==> config.mk <==
export PLATFORM = sky130hd
export DESIGN_NAME = scan_disk_request_scheduler_unit
export DESIGN_NICKNAME = d
export VERILOG_FILES = /design/src/design/sdrs_pkg.sv /design/src/design/sdrs_ram.sv /design/src/design/sdrs_ctrl.sv /design/src/design/sdrs_dp.sv /design/src/design/scan_disk_request_scheduler_unit.sv
export SDC_FILE = /design/constraint.sdc
export NUM_CORES = 1
export LEC_CHECK = 0
export BUFFER_PORTS_ARGS = -buffer_cell sky130_fd_sc_hd__buf_2
export CAP_MARGIN = 30
export CORE_ASPECT_RATIO = 1.25
export CORE_MARGIN = 2
export CORE_UTILIZATION = 60
export CTS_BUF_LIST = sky130_fd_sc_hd__clkbuf_4 sky130_fd_sc_hd__clkbuf_8
export DETAILED_ROUTE_END_ITERATION = 10
export MAX_ROUTING_LAYER = met4
export PLACE_DENSITY = 0.86
export RECOVER_POWER = 100
export SLEW_MARGIN = 20
export SYNTH_ARGS = -nofsm -noshare
export SYNTH_HDL_FRONTEND = slang
export SYNTH_SLANG_ARGS = --single-unit
==> constraint.sdc <==
create_clock -name clk -period 8 [get_ports clk]
set_input_delay 1.2 -clock clk [delete_from_list [all_inputs] [get_ports clk]]
set_output_delay 1.2 -clock clk [all_outputs]
set_load 0.01 [all_outputs]
==> src/design/sdrs_pkg.sv <==
// ----------------------------------------------------------------------------
// sdrs_pkg
// Shared widths and controller/datapath command and status types for the
// SCAN disk request scheduler.
// ----------------------------------------------------------------------------
package sdrs_pkg;

  localparam int TRACK_W = 8;
  localparam int TOTAL_W = 9;
  localparam int OUT_DATA_W = 32;

  // Commands from the controller to the datapath.
  typedef struct packed {
    logic store;       // write the incoming request into the store
    logic open_batch;  // start serving: reset sweep and total, load the pending count
    logic scan_clear;  // restart the nearest-request scan
    logic scan_issue;  // read the next slot of the scan
    logic serve;       // emit the best candidate and retire its slot
    logic flip;        // reverse the sweep direction
  } sdrs_cmd_t;

  // Status from the datapath to the controller.
  typedef struct packed {
    logic fill_last;   // the next stored request fills the store
    logic rd_last;     // the scan is reading its final slot
    logic found;       // the finished scan found a candidate
    logic rem_one;     // one request is left in the batch
    logic out_busy;    // the output register holds an untaken result
  } sdrs_sts_t;

endpackage

==> src/design/sdrs_ram.sv <==
// ----------------------------------------------------------------------------
// sdrs_ram
// Generic single-write, single-read RAM with a registered read port.
// ----------------------------------------------------------------------------
module sdrs_ram #(
  parameter int WIDTH = 8,
  parameter int DEPTH = 16
) (
  input  logic                                   clk,
  input  logic                                   we,
  input  logic [(DEPTH > 1 ? $clog2(DEPTH) : 1)-1:0] waddr,
  input  logic [WIDTH-1:0]                       wdata,
  input  logic                                   re,
  input  logic [(DEPTH > 1 ? $clog2(DEPTH) : 1)-1:0] raddr,
  output logic [WIDTH-1:0]                       rdata
);

  logic [WIDTH-1:0] mem_r [DEPTH];
  logic [WIDTH-1:0] rdata_r;

  always_ff @(posedge clk) begin
    if (we) begin
      mem_r[waddr] <= wdata;
    end
    if (re) begin
      rdata_r <= mem_r[raddr];
    end
  end

  assign rdata = rdata_r;

endmodule

==> src/design/sdrs_ctrl.sv <==
// ----------------------------------------------------------------------------
// sdrs_ctrl
// Controller: loads requests, then runs one slot scan per service until the
// batch is empty, reversing the sweep when a scan finds nothing.
// ----------------------------------------------------------------------------
module sdrs_ctrl (
  input  logic               clk,
  input  logic               rst_n,
  input  logic               in_tvalid,
  input  logic               in_tlast,
  output logic               in_tready,
  input  sdrs_pkg::sdrs_sts_t sts,
  output sdrs_pkg::sdrs_cmd_t cmd
);

  localparam logic [1:0] S_LOAD   = 2'd0;
  localparam logic [1:0] S_SCAN   = 2'd1;
  localparam logic [1:0] S_DRAIN  = 2'd2;
  localparam logic [1:0] S_DECIDE = 2'd3;

  logic [1:0] state_r;
  logic [1:0] state_nxt;

  always_comb begin
    cmd       = '0;
    state_nxt = state_r;
    in_tready = (state_r == S_LOAD);
    case (state_r)
      S_LOAD: begin
        if (in_tvalid) begin
          cmd.store = 1'b1;
          if (in_tlast || sts.fill_last) begin
            cmd.open_batch = 1'b1;
            cmd.scan_clear = 1'b1;
            state_nxt      = S_SCAN;
          end
        end
      end
      S_SCAN: begin
        cmd.scan_issue = 1'b1;
        if (sts.rd_last) begin
          state_nxt = S_DRAIN;
        end
      end
      S_DRAIN: begin
        // The compare of the final slot completes in this cycle.
        state_nxt = S_DECIDE;
      end
      S_DECIDE: begin
        if (sts.found) begin
          if (!sts.out_busy) begin
            cmd.serve = 1'b1;
            if (sts.rem_one) begin
              state_nxt = S_LOAD;
            end else begin
              cmd.scan_clear = 1'b1;
              state_nxt      = S_SCAN;
            end
          end
        end else begin
          cmd.flip       = 1'b1;
          cmd.scan_clear = 1'b1;
          state_nxt      = S_SCAN;
        end
      end
      default: begin
        state_nxt = S_LOAD;
      end
    endcase
  end

  always_ff @(posedge clk) begin
    if (!rst_n) begin
      state_r <= S_LOAD;
    end else begin
      state_r <= state_nxt;
    end
  end

endmodule

==> src/design/sdrs_dp.sv <==
// ----------------------------------------------------------------------------
// sdrs_dp
// Datapath: request store, pending flags, head and sweep state, the
// slot-by-slot nearest-request compare and the output register.
// ----------------------------------------------------------------------------
module sdrs_dp #(
  parameter int DEPTH      = 16,
  parameter int NUM_TRACKS = 200
) (
  input  logic                              clk,
  input  logic                              rst_n,
  input  sdrs_pkg::sdrs_cmd_t               cmd,
  output sdrs_pkg::sdrs_sts_t               sts,
  input  logic [sdrs_pkg::TRACK_W-1:0]      req_track,
  input  logic                              cfg_wr,
  input  logic [sdrs_pkg::TRACK_W-1:0]      cfg_track,
  output logic [sdrs_pkg::TRACK_W-1:0]      start_track,
  output logic                              out_valid,
  input  logic                              out_ready,
  output logic [sdrs_pkg::TRACK_W-1:0]      out_track,
  output logic [sdrs_pkg::TRACK_W-1:0]      out_dist,
  output logic [sdrs_pkg::TOTAL_W-1:0]      out_total,
  output logic                              out_last
);

  localparam int AW = (DEPTH > 1) ? $clog2(DEPTH) : 1;
  localparam int CW = $clog2(DEPTH + 1);
  localparam int TW = sdrs_pkg::TRACK_W;
  localparam int SW = sdrs_pkg::TOTAL_W;
  localparam int unsigned TOP = NUM_TRACKS - 1;

  function automatic logic [TW-1:0] clamp_track(input logic [TW-1:0] v);
    logic [TW-1:0] res;
    res = v;
    if (32'(v) > TOP) begin
      res = TOP[TW-1:0];
    end
    return res;
  endfunction

  logic [CW-1:0]    fill_r;
  logic [CW-1:0]    remain_r;
  logic [DEPTH-1:0] pending_r;
  logic [TW-1:0]    head_r;
  logic [TW-1:0]    start_r;
  logic             up_r;
  logic [SW-1:0]    total_r;

  logic [AW-1:0]    rd_idx_r;
  logic [AW-1:0]    cmp_idx_r;
  logic             cmp_en_r;
  logic             found_r;
  logic [AW-1:0]    best_slot_r;
  logic [TW-1:0]    best_track_r;
  logic [TW-1:0]    best_dist_r;

  logic             out_valid_r;
  logic [TW-1:0]    out_track_r;
  logic [TW-1:0]    out_dist_r;
  logic [SW-1:0]    out_total_r;
  logic             out_last_r;

  logic [TW-1:0]    rd_track;
  logic             cand;
  logic [TW-1:0]    cand_dist;
  logic [SW:0]      sum;
  logic [SW-1:0]    total_nxt;

  sdrs_ram #(
    .WIDTH (TW),
    .DEPTH (DEPTH)
  ) u_store (
    .clk   (clk),
    .we    (cmd.store),
    .waddr (fill_r[AW-1:0]),
    .wdata (clamp_track(req_track)),
    .re    (cmd.scan_issue),
    .raddr (rd_idx_r),
    .rdata (rd_track)
  );

  // A slot is a candidate when pending and on the sweep side of the head.
  always_comb begin
    if (up_r) begin
      cand      = pending_r[cmp_idx_r] && (rd_track >= head_r);
      cand_dist = rd_track - head_r;
    end else begin
      cand      = pending_r[cmp_idx_r] && (rd_track <= head_r);
      cand_dist = head_r - rd_track;
    end
    sum       = {1'b0, total_r} + {{(SW + 1 - TW){1'b0}}, best_dist_r};
    total_nxt = sum[SW] ? {SW{1'b1}} : sum[SW-1:0];
  end

  always_ff @(posedge clk) begin
    if (!rst_n) begin
      fill_r      <= '0;
      remain_r    <= '0;
      pending_r   <= '0;
      head_r      <= '0;
      start_r     <= '0;
      up_r        <= 1'b1;
      total_r     <= '0;
      rd_idx_r    <= '0;
      cmp_en_r    <= 1'b0;
      found_r     <= 1'b0;
      out_valid_r <= 1'b0;
    end else begin
      if (cfg_wr) begin
        start_r <= clamp_track(cfg_track);
        head_r  <= clamp_track(cfg_track);
      end
      if (cmd.store) begin
        pending_r[fill_r[AW-1:0]] <= 1'b1;
      end
      if (cmd.open_batch) begin
        fill_r   <= '0;
        remain_r <= fill_r + 1'b1;
        up_r     <= 1'b1;
        total_r  <= '0;
      end else if (cmd.store) begin
        fill_r <= fill_r + 1'b1;
      end
      if (cmd.flip) begin
        up_r <= !up_r;
      end
      cmp_en_r <= cmd.scan_issue;
      if (cmd.scan_issue) begin
        rd_idx_r <= rd_idx_r + 1'b1;
      end
      if (cmp_en_r && cand && (!found_r || cand_dist < best_dist_r)) begin
        found_r <= 1'b1;
      end
      if (cmd.scan_clear) begin
        rd_idx_r <= '0;
        found_r  <= 1'b0;
      end
      if (cmd.serve) begin
        head_r                 <= best_track_r;
        total_r                <= total_nxt;
        pending_r[best_slot_r] <= 1'b0;
        remain_r               <= remain_r - 1'b1;
        out_valid_r            <= 1'b1;
      end else if (out_valid_r && out_ready) begin
        out_valid_r <= 1'b0;
      end
    end
  end

  always_ff @(posedge clk) begin
    if (cmd.scan_issue) begin
      cmp_idx_r <= rd_idx_r;
    end
    if (cmp_en_r && cand && (!found_r || cand_dist < best_dist_r)) begin
      best_slot_r  <= cmp_idx_r;
      best_track_r <= rd_track;
      best_dist_r  <= cand_dist;
    end
    if (cmd.serve) begin
      out_track_r <= best_track_r;
      out_dist_r  <= best_dist_r;
      out_total_r <= total_nxt;
      out_last_r  <= (remain_r == CW'(1));
    end
  end

  assign sts.fill_last = (fill_r == CW'(DEPTH - 1));
  assign sts.rd_last   = (rd_idx_r == AW'(DEPTH - 1));
  assign sts.found     = found_r;
  assign sts.rem_one   = (remain_r == CW'(1));
  assign sts.out_busy  = out_valid_r && !out_ready;

  assign start_track = start_r;
  assign out_valid   = out_valid_r;
  assign out_track   = out_track_r;
  assign out_dist    = out_dist_r;
  assign out_total   = out_total_r;
  assign out_last    = out_last_r;

endmodule

==> src/design/scan_disk_request_scheduler_unit.sv <==
// ----------------------------------------------------------------------------
// scan_disk_request_scheduler_unit
// SCAN (elevator) scheduler for batches of disk track requests.
// ----------------------------------------------------------------------------
// Requests are taken one per cycle while the unit is loading, and stored until
// a transfer with tlast, or the DEPTH-th request, closes the batch. The batch
// is then served in elevator order starting upward from the head, which
// carries over between batches and is set by writing start_track. Each service
// runs one scan of the request memory, one slot read per cycle through its
// single read port, and a service whose scan finds nothing first reverses the
// sweep and scans again. The next batch may start loading while the final
// result of the previous one still waits in the output register.
module scan_disk_request_scheduler_unit #(
  parameter int DEPTH      = 16,
  parameter int NUM_TRACKS = 200
) (
  input  logic        clk,
  input  logic        rst_n,
  input  logic        in_tvalid,
  output logic        in_tready,
  input  logic [7:0]  in_tdata,    // [7:0] request_track
  input  logic        in_tlast,    // last_request
  output logic        out_tvalid,
  input  logic        out_tready,
  output logic [31:0] out_tdata,   // [7:0] served_track, [15:8] seek_distance,
                                   // [24:16] batch_total, [31:25] zero
  output logic        out_tlast,   // last_served
  input  logic        cfg_psel,
  input  logic        cfg_penable,
  input  logic        cfg_pwrite,
  input  logic [2:0]  cfg_paddr,
  input  logic [31:0] cfg_pwdata,
  output logic [31:0] cfg_prdata,
  output logic        cfg_pready
);

  sdrs_pkg::sdrs_cmd_t cmd;
  sdrs_pkg::sdrs_sts_t sts;

  logic                            cfg_wr;
  logic [sdrs_pkg::TRACK_W-1:0]    start_track;
  logic [sdrs_pkg::TRACK_W-1:0]    out_track;
  logic [sdrs_pkg::TRACK_W-1:0]    out_dist;
  logic [sdrs_pkg::TOTAL_W-1:0]    out_total;

  assign cfg_pready = 1'b1;
  assign cfg_wr     = cfg_psel && cfg_penable && cfg_pwrite && (cfg_paddr[2] == 1'b0);
  assign cfg_prdata = (cfg_paddr[2] == 1'b0) ? {24'd0, start_track} : 32'd0;

  sdrs_ctrl u_ctrl (
    .clk       (clk),
    .rst_n     (rst_n),
    .in_tvalid (in_tvalid),
    .in_tlast  (in_tlast),
    .in_tready (in_tready),
    .sts       (sts),
    .cmd       (cmd)
  );

  sdrs_dp #(
    .DEPTH      (DEPTH),
    .NUM_TRACKS (NUM_TRACKS)
  ) u_dp (
    .clk         (clk),
    .rst_n       (rst_n),
    .cmd         (cmd),
    .sts         (sts),
    .req_track   (in_tdata),
    .cfg_wr      (cfg_wr),
    .cfg_track   (cfg_pwdata[7:0]),
    .start_track (start_track),
    .out_valid   (out_tvalid),
    .out_ready   (out_tready),
    .out_track   (out_track),
    .out_dist    (out_dist),
    .out_total   (out_total),
    .out_last    (out_tlast)
  );

  assign out_tdata = {7'd0, out_total, out_dist, out_track};

endmodule

==> results by group, run 1 <==
Status
  – Status: finished, violations left
  – Failing checks: capacitance limit, slew limit

Routing
  – Vias per cell: 5.97
  – Final WL: about 22000 um
  – Starting DRT DRC Count: between 500 and 600
  – Antenna Violating Nets Remaining: 0
  – DR pass1 iterations: 5
  – # DRC: 0
  – Via count: roughly 6700
  – Routed WL per cell: around 20 um

Global route
  – Initial antenna violation count: 0
  – First-pass GRT wire length: ~35000 um
  – Vias in the first global route: about 6700
  – Global Route Usage Sum: 0.237
  – Grt ovf: 0
  – Largest net degree at the start of global routing: 48

CTS
  – H-tree levels: 2
  – CTS buffer count: 38
  – Cts repair resizes: 0
  – Number of post-CTS setup repair buffers: 0
  – Hold_buf cts: 0
  – Worst-Skew Late Latency: 540 ps
  – Root buffer cell: clkbuf_8
  – CTS tree: done
  – Clk buf depth: 3
  – Total clock sinks: ~250
  – Reg clk slew, reported paths: roughly 60 ps

Placed design
  – Placed Cells: 1053
  – # port buffers: 60
  – HPWL after detailed placement: around 15000 um
  – Gpl congestion: 0.888
  – Area after DPL: 11300 um2

Power and ir drop
  – Psw: between 800 and 900 uW
  – Internal cell power: approximately 2400 uW
  – Sequential share of power: 0.471
  – Clk pwr share: 0.327
  – VDD IR max: about 0.23 mV
  – Sw Share: 0.272
  – Logic gate share of total power: 0.201
  – Power per Cell Area: between 200 and 300 nW/um2
  – Pleak: 0.00424 uW

Worst setup path
  – Crit-path max FO: 11
  – Critical Path RT: a little over 8000 ps
  – Crit Path Class: reg -> reg
  – CP arrival: around 4800 ps
  – Critical Path Sink Type: flip-flop
  – Worst setup SP type: flip-flop

Min path
  – Hold Crit Class: reg -> reg

STA
  – Setup violators final: 0
  – Tcrit/Tclk final: 0.587
  – Clk_skew: ~30 ps
  – Fin crit period: 4700 ps
  – RSZ-0062 raised after global routing: false
  – Relative slew margins: -0.911
  – Fmax: about 0.21 GHz
  – Max-slew violations: 182
  – Final Hold Viols: 0
  – Worst Tran Pin Value: between 2000 and 3000 ps
  – Setup TNS: 0 ps

Synth
  – Netlist cell types: 60
  – Dominant cell type by area after synthesis: edfxtp_1
  – Largest cells by area after synthesis: edfxtp_1, dfxtp_1, mux4_2, ha_1, buf_4
  – Seq cells post-synth: approximately 250
  – Top post-synthesis cells by count: edfxtp_1, dfxtp_1, nand2_1
  – Post-synth EDFFs: 186
  – Top_reg_cell synth: edfxtp_1
  – Post-Syn Instances: just under 800
  – Yosys warns: 0
  – Async S/R FF share, synth: 0
  – Area share of the leading cell type in the synthesized netlist: 0.510
  – Most frequent cell after synthesis: edfxtp_1
  – Syn Std Cell Area: 11000 um2
  – Syn_area_per_cell: 13.8 um2
  – Register area share after synthesis: 0.622

Die
  – Die height: between 150 and 200 um
  – Num ports: between 100 and 150
  – Die area: ~19000 um2
  – Starting Density: 0.607
  – Std-Cell Rows: 55
  – Core Footprint: 18000 um2
  – Die width: between 100 and 150 um

Layout
  – Nets: slightly below 1000
  – Final Non-Filler Cells: 1127
  – Design area: roughly 12000 um2
  – Layout area overhead: 9.99%
  – N_diodes: 0
  – Layout cells sized above 1: 0.142
  – Fillers: between 1000 and 1500

Job
  – Max Cap Violations: 5
-- power by group through the flow --
stage          sequential (uW)  combinational (uW)  clock [uW]
3_5_place_dp              1560                 658           0
2_1_floorplan             1540                 529           0
6_report                  1540                 658        1070
4_1_cts                   1540                 662        1090
5_1_grt                   1550                 731        1140
3_3_place_gp              1560                 635           0
-- registers in the layout, summed over array words and instances (netlist names), 9 cells and up --
signal and flops:
u_dp.out_total 9, u_dp.pending_r 16, u_dp.total_r 9, u_dp.u_store.mem_r 128
-- per-stage QoR --
stage / worst slack, ps / hold WS [ps] / total power (uW) / util
final: 3300 / 452 / 3270 / 0.668
after CTS: 4300 / 447 / 3290 / 0.673
after detailed placement: 3850 / 434 / 2220 / 0.629
after global placement: 4000 / 432 / 2190 / 0.628
after floorplan: 3720 / 403 / 2070 / -
after global routing: 2940 / 459 / 3420 / 0.668
-- critical path, stage by stage (launching register included) --
cell and delay (ps):
edfxtp_1 450, inv_1 110, ha_1 340, nor2b_1 140, o21a_1 180, o31ai_1 230, a21oi_1 110, o311ai_0 390
xnor2_1 210, ha_1 290, a21oi_1 150, nand2_1 70, a21boi_0 1100, clkbuf_1 570
-- placed cells by master, fill, tap and decap left out, types with 6 or more instances in the layout --
cell type	synthesis	routed
nor2_1	40	40
mux2i_1	16	16
conb_1	2	32
dfxtp_1	61	60
inv_1	39	39
clkbuf_1	20	53
a21boi_0	8	8
clkbuf_4	0	9
xnor2_1	10	10
a211oi_1	15	15
nand2b_1	11	11
edfxtp_1	186	186
buf_2	9	21
nor2b_1	21	21
a32o_1	6	6
nand3_1	12	12
a21oi_1	40	40
nor3_1	10	10
nand2_1	49	49
clkinv_1	2	11
xor2_1	9	9
o21ai_0	26	27
nand4_1	7	7
ha_1	41	41
a31oi_1	9	9
o221a_2	12	12
clkbuf_8	0	47
mux4_2	32	32
-- kinds of logic (layout without fill, tap and decap cells) --
kind of cell / count (synthesis) / count (layout) / share of synthesized area
mux: 54 / 54 / 0.0907
xor+xnor: 19 / 19 / 0.0152
compound gates: 148 / 148 / 0.0927
buf+inv: 106 / 184 / 0.0504
other cells: 2 / 32 / 0.000686
simple gates: 171 / 171 / 0.0764
flops: 247 / 247 / 0.622
fa+ha+maj: 44 / 44 / 0.0523
-- final timing paths --
path	start	to	slack [ps]	cells past startpoint
max	u_dp.u_store.rdata[1]$_DFFE_PP_	u_dp.best_dist_r[4]$_DFFE_PP_	3300	13
max reg2reg	u_dp.u_store.rdata[1]$_DFFE_PP_	u_dp.best_dist_r[4]$_DFFE_PP_	3300	13
min	u_dp.best_track_r[1]$_DFFE_PP_	u_dp.out_track[1]$_DFFE_PP_	450	0
min reg2reg	u_dp.best_track_r[1]$_DFFE_PP_	u_dp.out_track[1]$_DFFE_PP_	450	0
-- layer usage --
layer / global-route usage / vias up / part of all wire
met5: - / - / 0
met4: 0.0984 / 0 / 0.037
met3: 0.0399 / 59 / 0.059
met2: 0.413 / 278 / 0.52
met1: 0.275 / 3307 / 0.38
li1: - / 3087 / -
-- cell type report --
| cell class | instances | area, um2 | share of cell area |
|---|---|---|---|
| clock buffer | 56 | 714 | 0.0593 |
| clock inverter | 13 | 78.8 | 0.00654 |
| tap | 228 | 285 | 0.0237 |
| sequential | 247 | 6810 | 0.565 |
| timing repair buffer | 74 | 304 | 0.0252 |
| multi-input combinational | 468 | 3700 | 0.307 |
| inverter | 41 | 154 | 0.0128 |
(Power assumes the default switching activity.)
==> inputs of run 2 (changes only) <==
Settings changed: CORE_UTILIZATION 60 to 55, PLACE_DENSITY 0.86 to 0.83.
Clock period 8 ns to 3.9 ns, I/O delays scaled along.
==> run 2 against run 1 <==
The flow still finishes with violations (capacitance limit, slew limit). Clock power is 100% higher. Wire length fell by 2.6%. Final area is 0.64% higher. Combinational power rose by 98%. Sequential cell count stayed put. Non-clock buffer count rose by 3. First-iteration DRC count fell by 25%. Cell count increased by 3.5%. Sequential share of layout area shrank 0.37 points. Power is 100% higher. Count of clock-buffer cells in the layout increased by 7. Via count shrank 1.2%. Highest routed layer unchanged.
==> results by group, run 2 (synthesis results as in run 1) <==
STA
  – Tcrit/Tclk final: 0.870 (was 0.587)
  – Clk_skew: 18.6 ps (was 29.9 ps)
  – Fin crit period: 3390 ps (was 4700 ps)
  – RSZ-0062 raised after global routing: false (unchanged)
  – Setup violators final: 0 (unchanged)
  – Final Hold Viols: 0 (unchanged)
  – Relative slew margins: -0.253 (was -0.911)
  – Fmax: 0.295 GHz (was 0.213 GHz)
  – Max-slew violations: 37 (was 182)
  – Setup TNS: 0 ps (unchanged)
  – Worst Tran Pin Value: 1880 ps (was 2870 ps)

Worst setup path
  – Cell Chain, Critical Path: inv_1, ha_1, nor2b_1, o21a_1, o31ai_1, a21oi_1, o311ai_0, xnor2_1, ha_1, a21oi_1, nand2_1, a21boi_0, buf_4 (was inv_1, ha_1, nor2b_1, o21a_1, o31ai_1, a21oi_1, o311ai_0, xnor2_1, ha_1, a21oi_1, nand2_1, a21boi_0, clkbuf_1)
  – CP endpoint: u_dp.best_dist_r[1]$_DFFE_PP_ (was u_dp.best_dist_r[4]$_DFFE_PP_)
  – Worst reg2reg path depth: 13 (unchanged)
  – CP max stage delay: 420 ps (was 1100 ps)
  – Critical R2R Launch: u_dp.u_store.rdata[1]$_DFFE_PP_ (unchanged)
  – Worst setup SP type: flip-flop (unchanged)
  – Reg2Reg Setup Slack: 510 ps (was 3300 ps)
  – Crit-path max FO: 20 (was 11)
  – Critical Path Sink Type: flip-flop (unchanged)
  – Critical Path RT: 4100 ps (was 8140 ps)
  – FF-to-FF End: u_dp.best_dist_r[1]$_DFFE_PP_ (was u_dp.best_dist_r[4]$_DFFE_PP_)
  – Crit Path Class: reg -> reg (unchanged)
  – CP arrival: 3590 ps (was 4840 ps)
  – Slowest cell on crit path: edfxtp_1 (was a21boi_0)
  – Crit. Startpoint: u_dp.u_store.rdata[1]$_DFFE_PP_ (unchanged)

Routing
  – Antenna Violating Nets Remaining: 0 (unchanged)
  – Vias per cell: 5.70 (was 5.97)
  – Routed WL per cell: 18.7 um (was 19.9 um)
  – Final WL: 21800 um (was 22400 um)
  – Via count: 6652 (was 6731)
  – Starting DRT DRC Count: 381 (was 506)
  – # DRC: 0 (unchanged)
  – DR pass1 iterations: 5 (unchanged)

Power and ir drop
  – Logic gate share of total power: 0.194 (was 0.201)
  – VDD IR max: 0.351 mV (was 0.230 mV)
  – Pleak: 0.00426 uW (was 0.00424 uW)
  – Internal cell power: 4880 uW (was 2380 uW)
  – Power per Cell Area: 552 nW/um2 (was 271 nW/um2)
  – Clk pwr share: 0.327 (about the same)
  – Psw: 1810 uW (was 890 uW)
  – Sequential share of power: 0.479 (was 0.471)
  – Sw Share: 0.271 (was 0.272)

CTS
  – H-tree levels: 2 (unchanged)
  – Number of post-CTS setup repair buffers: 0 (unchanged)
  – CTS buffer count: 38 (unchanged)
  – Total clock sinks: 247 (unchanged)
  – Worst-Skew Late Latency: 540 ps (about the same)
  – Clk buf depth: 3 (unchanged)
  – CTS tree: done (unchanged)
  – Cts repair resizes: 0 (unchanged)
  – Root buffer cell: clkbuf_8 (unchanged)
  – Reg clk slew, reported paths: 60 ps (about the same)
  – Hold_buf cts: 0 (unchanged)

Layout
  – Max reg flops: 128 (unchanged)
  – Layout area overhead: 10.7% (was 9.99%)
  – Layout cells sized above 1: 0.152 (was 0.142)
  – Commonest non-fill, non-tap cell in the layout: edfxtp_1 (unchanged)
  – Design area: 12100 um2 (was 12000 um2)
  – Nets: 968 (was 965)
  – N_diodes: 0 (unchanged)
  – Biggest regs: u_dp.u_store.mem_r: 128 flops, u_dp.pending_r: 16 flops (unchanged)
  – Highest-count cells in the layout ignoring fill and taps: edfxtp_1, dfxtp_1, clkbuf_1 (unchanged)
  – Largest Register: u_dp.u_store.mem_r (unchanged)

Die
  – Die width: 130 um (was 125 um)
  – Die height: 162 um (was 155 um)
  – Core Footprint: 19500 um2 (was 18000 um2)
  – Std-Cell Rows: 57 (was 55)
  – Num ports: 119 (unchanged)
  – Starting Density: 0.562 (was 0.607)
  – Die area: 21100 um2 (was 19400 um2)

Global route
  – Largest net degree at the start of global routing: 47 (was 48)
  – Initial antenna violation count: 0 (unchanged)
  – Global Route Usage Sum: 0.219 (was 0.237)
  – Grt ovf: 0 (unchanged)
  – First-pass GRT wire length: 34500 um (was 35000 um)
  – Vias in the first global route: 6694 (was 6704)

Placed design
  – Gpl congestion: 0.885 (was 0.888)
  – Area after DPL: 11400 um2 (was 11300 um2)
  – # port buffers: 60 (unchanged)
  – HPWL after detailed placement: 14700 um (about the same)

Status
  – Status: finished, violations left (unchanged)
  – Failing checks: capacitance limit, slew limit (unchanged)

Min path
  – Hold Crit Class: in -> reg (was reg -> reg)

Job
  – Max Cap Violations: 1 (was 5)
==> run 2: cell types whose count changed in the layout (fill, tap and decap cells not counted), sizes merged <==
cell      change
clkinvlp      +1
buf           +3
clkinv        -7
clkbuf        +7
bufinv        -1
==> run 2: worst min path at each step <==
stage	from	end	slack, ps	depth (start not counted)
2_1_floorplan	u_dp.rd_idx_r[2]$_SDFFE_PP0P_	u_dp.cmp_idx_r[2]$_DFFE_PP_	400	0
3_3_place_gp	u_dp.best_track_r[1]$_DFFE_PP_	u_dp.out_track[1]$_DFFE_PP_	430	0
3_5_place_dp	u_dp.best_track_r[1]$_DFFE_PP_	u_dp.out_track[1]$_DFFE_PP_	440	0
4_1_cts	cfg_pwdata[5]	u_dp.head_r[5]$_SDFFE_PN0P_	310	3
5_1_grt	cfg_pwdata[1]	u_dp.start_track[1]$_SDFFE_PN0P_	340	2
6_report	cfg_pwdata[4]	u_dp.head_r[4]$_SDFFE_PN0P_	350	3
==> run 2: area by class of cell <==
class / count / area, um2
Sequential cell: 247 / 6810
Timing Repair Buffer: 77 / 328
Tap cell: 265 / 332
Inverter: 41 / 154
Clock buffer: 63 / 773
Fill cell: 1486 / 7350
Clock inverter: 6 / 28.8
Multi-Input combinational cell: 468 / 3700
==> run 2: worst max-delay path: cells and delay by family, from the launching register on <==
kind	cells	cell delay, ps
flops	1	420
compound gates	6	1210
fa+ha+maj	2	620
xor+xnor	1	210
buf+inv	2	410
simple gates	2	200
==> run 2: per-layer routing <==
| layer | vias to the layer above | part of all wire | wire [um] | track usage |
|---|---|---|---|---|
| li1 | 3090 | - | - | - |
| met1 | 3274 | 0.39 | 8630 | 0.263 |
| met2 | 236 | 0.51 | 11200 | 0.368 |
| met3 | 52 | 0.062 | 1350 | 0.0415 |
| met4 | 0 | 0.029 | 625 | 0.0787 |
| met5 | - | 0 | 0 | - |
==> run 2: power groups by stage <==
| stage | Sequential, uW | Combinational [uW] | Clock (uW) |
|---|---|---|---|
| 2_1_floorplan | 3160 | 1090 | 0 |
| 3_3_place_gp | 3250 | 1260 | 0 |
| 3_5_place_dp | 3260 | 1300 | 0 |
| 4_1_cts | 3200 | 1320 | 2240 |
| 5_1_grt | 3230 | 1430 | 2350 |
| 6_report | 3200 | 1300 | 2190 |
==> run 2: through the flow <==
step / instances / total power [uW] / hold WS, ps / setup WS (ps) / utilization
final: 1167 / 6690 / 346 / 509 / 0.623
after global placement: 1092 / 4510 / 432 / 566 / 0.585
after global routing: 1167 / 7010 / 337 / 229 / 0.623
after floorplan: 821 / 4250 / 403 / 149 / -
after detailed placement: 1093 / 4570 / 441 / 575 / 0.585
after CTS: 1162 / 6760 / 313 / 535 / 0.626
